--- src/rtl/bffa_pkg.sv ---
// Shared constants, codes and types of the bitmap first-fit frame allocator.
package bffa_pkg;

   localparam int FRAME_COUNT = 32768;
   localparam int WORD_BITS   = 64;
   localparam int MAP_WORDS   = FRAME_COUNT / WORD_BITS;
   localparam int ADDR_W      = $clog2(MAP_WORDS);
   localparam int BIT_W       = $clog2(WORD_BITS);
   localparam int FRAME_W     = 15;
   localparam int COUNT_W     = 16;
   localparam int CSR_IDX_W   = 2;
   localparam int CSR_DATA_W  = 16;
   localparam int LANE_BITS   = 8;
   localparam int LANE_W      = $clog2(LANE_BITS);

   typedef logic [FRAME_W-1:0] frame_type;
   typedef logic [COUNT_W-1:0] count_type;

   localparam logic OP_ALLOC  = 1'b0;
   localparam logic OP_FREE   = 1'b1;
   localparam logic ST_OK     = 1'b0;
   localparam logic ST_NOMEM  = 1'b1;

   localparam logic [CSR_IDX_W-1:0] REG_ALLOC_BASE = 2'd0;
   localparam logic [CSR_IDX_W-1:0] REG_ALLOC_TOP  = 2'd1;

   localparam count_type ALLOC_BASE_RESET = '0;
   localparam count_type ALLOC_TOP_RESET  = count_type'(FRAME_COUNT);

   typedef enum logic [1:0] {
      KIND_ALLOC,
      KIND_ALLOC_ZERO,
      KIND_FREE
   } kind_type;

   typedef struct packed {
      kind_type  kind;
      frame_type start;
      count_type count;
   } cmd_type;

   typedef struct packed {
      logic take;
      logic ready;
   } back_stat_type;

endpackage

--- src/rtl/bffa_front.sv ---
// Front end: accepts requests, classifies them and queues them for the engine.
module bffa_front (
   input  logic                  clock,
   input  logic                  reset,
   input  logic                  req_push,
   output logic                  req_full,
   input  logic                  req_operation,
   input  bffa_pkg::frame_type   req_first_frame,
   input  bffa_pkg::count_type   req_frame_count,
   output logic                  cmd_valid,
   output bffa_pkg::cmd_type     cmd,
   input  bffa_pkg::back_stat_type back_stat
);
   import bffa_pkg::*;

   cmd_type    q_ff [2];
   logic       wr_ff, wr_in;
   logic       rd_ff, rd_in;
   logic [1:0] cnt_ff, cnt_in;
   cmd_type    new_cmd;
   logic       push, pop;

   assign req_full  = (cnt_ff == 2'd2) | ~back_stat.ready;
   assign push      = req_push & ~req_full;
   assign pop       = back_stat.take & (cnt_ff != 2'd0);
   assign cmd_valid = (cnt_ff != 2'd0);
   assign cmd       = q_ff[rd_ff];

   always_comb begin
      new_cmd.start = req_first_frame;
      new_cmd.count = req_frame_count;
      if (req_operation == OP_FREE) begin
         new_cmd.kind = KIND_FREE;
      end else if (req_frame_count == '0) begin
         new_cmd.kind = KIND_ALLOC_ZERO;
      end else begin
         new_cmd.kind = KIND_ALLOC;
      end
      wr_in  = wr_ff ^ push;
      rd_in  = rd_ff ^ pop;
      cnt_in = cnt_ff + {1'b0, push} - {1'b0, pop};
   end

   always_ff @(posedge clock) begin
      if (push) begin
         q_ff[wr_ff] <= new_cmd;
      end
      if (reset) begin
         wr_ff  <= 1'b0;
         rd_ff  <= 1'b0;
         cnt_ff <= 2'd0;
      end else begin
         wr_ff  <= wr_in;
         rd_ff  <= rd_in;
         cnt_ff <= cnt_in;
      end
   end

endmodule

--- config.mk ---
export PLATFORM = sky130hd
export DESIGN_NAME = bffa_front
export DESIGN_NICKNAME = d
export VERILOG_FILES = /design/src/rtl/bffa_pkg.sv /design/src/rtl/bffa_front.sv
export SDC_FILE = /design/constraint.sdc
export NUM_CORES = 1
export LEC_CHECK = 0
export BUFFER_PORTS_ARGS = -buffer_cell sky130_fd_sc_hd__buf_2
export CAP_MARGIN = 5
export CELL_PAD_IN_SITES_DETAIL_PLACEMENT = 0
export CELL_PAD_IN_SITES_GLOBAL_PLACEMENT = 2
export CORE_AREA = 2 2 82 99
export DETAILED_ROUTE_END_ITERATION = 7
export DIE_AREA = 0 0 84 101
export PLACE_DENSITY_LB_ADDON = 0.1
export SETUP_SLACK_MARGIN = 0.15
export SLEW_MARGIN = 15
export SYNTH_ARGS = -nofsm -noshare
export SYNTH_HDL_FRONTEND = slang
export SYNTH_SLANG_ARGS = --single-unit
--- constraint.sdc ---
create_clock -name clock -period 2.01 [get_ports clock]
set_input_delay 0.3015 -clock clock [delete_from_list [all_inputs] [get_ports clock]]
set_output_delay 0.3015 -clock clock [all_outputs]
set_load 0.1 [all_outputs]
After elaboration in Yosys (flattened, before gate mapping):

Memories as Yosys holds them, arrays and structs flattened. A register that Yosys moved wholly into a read port is not among the register bits.
Index checks and enable logic that the tools add are counted.

* $add $sub $neg: 2
* multiply operators: 0
* divide/modulo/power cells: 0
* order comparisons: 0
* equal/unequal tests: 1
* shift operators: 0
* multiplexer cells: 5
* bitwise operators: 7
* reduce and logical (&&, ||, !) cells: 2

Operator list (count)
* $logic_not 16->1: 1
* $mux 1: 4
* $add 2x1->2: 1
* $and 1x1->1: 2
* $eq 2x2->1 const B: 1
* $mux 2: 1
* $not 1->1: 2
* $reduce_bool 2->1: 1
* $sub 2x1->2: 1
* $xor 1x1->1: 2
* $or 1x1->1: 1

* bits in registers: 4
* latch bits: 0
* bits in writable memories: 66
* ROM bits: 0
* input port bits: 37
* output and inout port bits: 35
* word-level logic and storage cells: 21
* memories: 1

Memory list
* q_ff: words 2, bits a word 33, rd ports 1, clocked after memory_dff 1, wr ports 1, RTL line bffa_front.sv:16 `cmd_type q_ff [2];`

Depth between registers and ports, before layout:

* word-level depth: 6
* mapped depth: 9
* mapped depth without buffers: 9

Worst setup path after synthesis:

No wires, ideal clock.

* kind: reg2reg
* start point: register cnt_ff[1]
* end point: memory q_ff[0][0] in the netlist's numbering, enable pin
* library setup time: 0.410 ns
* data arrival time: 3.432 ns
* required time: 1.600 ns
* setup slack: -1.831 ns
* cell stages (with the launch flop): 5
* period minus slack after synthesis: 3.841 ns
* cell sequence: dfxtp_1 inv_1 o21ai_0 nor2_1 ha_1

* longest elaborated chain between the ends: 6

Ends and longest elaborated chain
* start: declaration: RTL line bffa_front.sv:19 `logic [1:0] cnt_ff, cnt_in;`
* start signal: assignment: RTL line bffa_front.sv:55 `cnt_ff <= cnt_in;`
* $eq 2x2->1: RTL line bffa_front.sv:23 `assign req_full = (cnt_ff == 2'd2) | ~back_stat.ready;`
* $or 1x1->1: RTL line bffa_front.sv:23
* named net req_full: RTL line bffa_front.sv:6 `output logic req_full,`
* $not 1->1: RTL line bffa_front.sv:24 `assign push = req_push & ~req_full;`
* $and 1x1->1: RTL line bffa_front.sv:24
* $mux 1: RTL line bffa_front.sv:45 `if (push) begin`
* $mux 1 (implied by the code): RTL line bffa_front.sv:46 `q_ff[wr_ff] <= new_cmd;`
* end: declaration: RTL line bffa_front.sv:16

The timed path passes the listed nets, and every way through them passes these cells.

==> flow_metrics.tcl <==
set metrics [dict create \
    yosys_warnings 0 \
    tightest_slew_ps 500 \
    p_int_uw 3120 \
    overflow 0 \
    grt_max_degree 21 \
    cts_buffer_depth 2 \
    avgRoutedWirePerCell_um 15.0 \
    nets 260 \
    irDropWorstVdd_v 0.000873 \
    numPortBuffers 71 \
    numCtsBuffers 9 \
    seq_area_frac_synth_pct 73.8 \
    syn_area_per_cell_um2 21.0 \
    setup_viol 0 \
    worstPathRequired_ps 1710 \
    synth_cells 133 \
    clock-sinks 70 \
    cap_violations 0 \
    drv_slew 0 \
    max_slew_margin_pct 66.9 \
    via_per_inst 4.47 \
    hold_start "req_first_frame[9]" \
    tritoncts "yes" \
    cp-startpoint "rd_ff$_SDFF_PP0_" \
    die_h_um 101 \
    setup_tns_ps 0 \
    worstPathArrival_ps 1490 \
    firstDrtPassIters 5 \
    drt-total-wl_um 4710 \
    power_uw 5490 \
    final_common_cell "edfxtp_1" \
    max_freq_mhz 560 \
    p_leak_uw 0.00139 \
    worst-r2r-setup-slack_ps 380 \
    io-pin-count 72 \
    dieWidth_um 84 \
    grt_pass1_wl_um 7420 \
    fin_skew_ps 9.46 \
    drtIter0Drc 48 \
    vias 1409 \
    clockRootBuffer "clkbuf_8" \
    status "complete, no violations" \
    routed-wl-met2_um 2610 \
    grt_pass1_vias 1555 \
    grt_usage_pct 11.9 \
    path_clk_slew_ps 70 \
    rr_startpoint "cnt_ff[1]$_SDFF_PP0_" \
    ant_nets 0 \
    htreeDepth 3 \
    hold_viol 0 \
    yosys.cell_types.count 17 \
    powerDensity_nw_per_um2 1520 \
    rows 35 \
    gp_congestion 0.751 \
    fin_area_um2 3600 \
    synth_area_um2 2790 \
    ys_seq_elements 70 \
    path_max_fanout 7 \
    crit_chain "buf_12 -> mux2_2 -> buf_2" \
    final_cell_mix "edfxtp_1, buf_2, buf_4" \
    crit_type "flip-flop to primary output" \
    start_util_pct 36.9 \
    wl_met1_um 1730 \
    p_comb_share_pct 46.1 \
    drive_gt1_share_pct 62.8 \
    cp-end-kind "primary output" \
    antenna_found_initial 0 \
    syn_nets 174 \
    core_um2 7580 \
    fin_crit_sh_pct 88.9 \
    dr_wl_met3_um 313 \
    rsz0062_at_grt "false" \
    power_frac_seq_pct 32.8 \
    syn2layout_area_growth_pct 28.9 \
    slowest_stage "dfxtp_4" \
    die_area_um2 8480 \
    top_layer "met4" \
    clk_latency_ps 330 \
    diodes 0 \
    holdCritPathClass "input pin to flip-flop" \
    start_kind "flip-flop" \
    p_sw_uw 2370 \
    drc 0 \
    hpwlAfterDp_um 3380 \
    pwr-share-clk_pct 21.1 \
    dpl_cell_area_um2 3310 \
    fin_crit_ps 1790 \
    p_sw_share_pct 43.2 \
    slowest_delay_ps 410 \
]
sequential cells by signal (all words and copies together) (netlist names):
| name | count |
|---|---|
| wr_ff | 1 |
| q_ff | 66 |
| cnt_ff | 2 |
| rd_ff | 1 |
cells by family (layout without fill, tap and decap cells):
kind of cell | Yosys count | after routing | synth area share [%]
buffers and inverters | 8 | 98 | 3.09
multiplexers | 33 | 33 | 17.2
XOR/XNOR | 3 | 3 | 0.941
AO/OA/AOI/OAI | 2 | 2 | 0.448
adder cells (fa/ha/maj) | 4 | 4 | 1.79
AND/OR/NAND/NOR | 13 | 13 | 2.69
flip-flops | 70 | 70 | 73.8
per-layer routing:
metal  GRT usage, %  vias up
met5              0        -
met4           6.33        0
met3           4.26        4
met2           21.9       45
met1           11.8      676
li1               -      684
through the flow:
step | util [%] | setup slack, ps | instances | hold slack (ps)
2_1_floorplan | - | -52.4 | 133 | 361
3_3_place_gp | 43.7 | 342 | 299 | 488
3_5_place_dp | 43.7 | 311 | 299 | 493
4_1_cts | 47.5 | 199 | 315 | 140
5_1_grt | 47.5 | 168 | 315 | 138
6_report | 47.5 | 223 | 315 | 158
power by group through the flow:
| stage | Combinational, uW | Clock [uW] | Sequential (uW) |
|---|---|---|---|
| after floorplan | 2220 | 0 | 1800 |
| after global placement | 2390 | 0 | 1840 |
| after detailed placement | 2420 | 0 | 1850 |
| after CTS | 2570 | 1200 | 1800 |
| after global routing | 2630 | 1250 | 1810 |
| final | 2530 | 1160 | 1800 |
cell usage after synthesis:
library cell	n	area share (%)
or2_2	2	0.45
nor2_1	5	0.67
edfxtp_1	66	71
buf_12	3	2.2
nor2b_1	1	0.22
nand4_1	1	0.22
o21ai_0	1	0.18
mux2_2	4	1.6
dfxtp_1	4	2.9
mux2_4	29	16
nor4_2	1	0.45
buf_6	1	0.40
o21a_1	1	0.27
xnor2_1	3	0.94
nor4_1	3	0.67
inv_1	4	0.54
ha_1	4	1.8
worst paths after layout:
path	end	cells after the start
setup / recovery	cmd[30]	3
hold / removal	q_ff[0][25]$_DFFE_PP_	1
setup reg to reg	cnt_ff[1]$_SDFF_PP0_	9
hold reg to reg	wr_ff$_SDFF_PP0_	3
critical path: cells and delay by family (launching register included):
family	cells	cell delay (ps)
flip-flops	1	410
buffers and inverters	2	430
multiplexers	1	320
timing repair:
| action | CTS | global route |
|---|---|---|
| hold buffers | 0 | 0 |
| hold endpoints to repair | 0 | 0 |
| setup endpoints to repair | 28 | 0 |
| buffers inserted | 1 | 0 |
| gates resized for setup | 25 | 0 |
cell type report:
type | count | area (um^2)
clock buffers | 10 | 128
flip-flops and latches | 70 | 2070
multi-input cells | 55 | 696
fillers | 660 | 3980
well taps | 92 | 115
clock inverters | 5 | 75.1
repair buffers | 79 | 500
inverters | 4 | 15.0
Note: power is estimated with default switching activity, not from simulation.
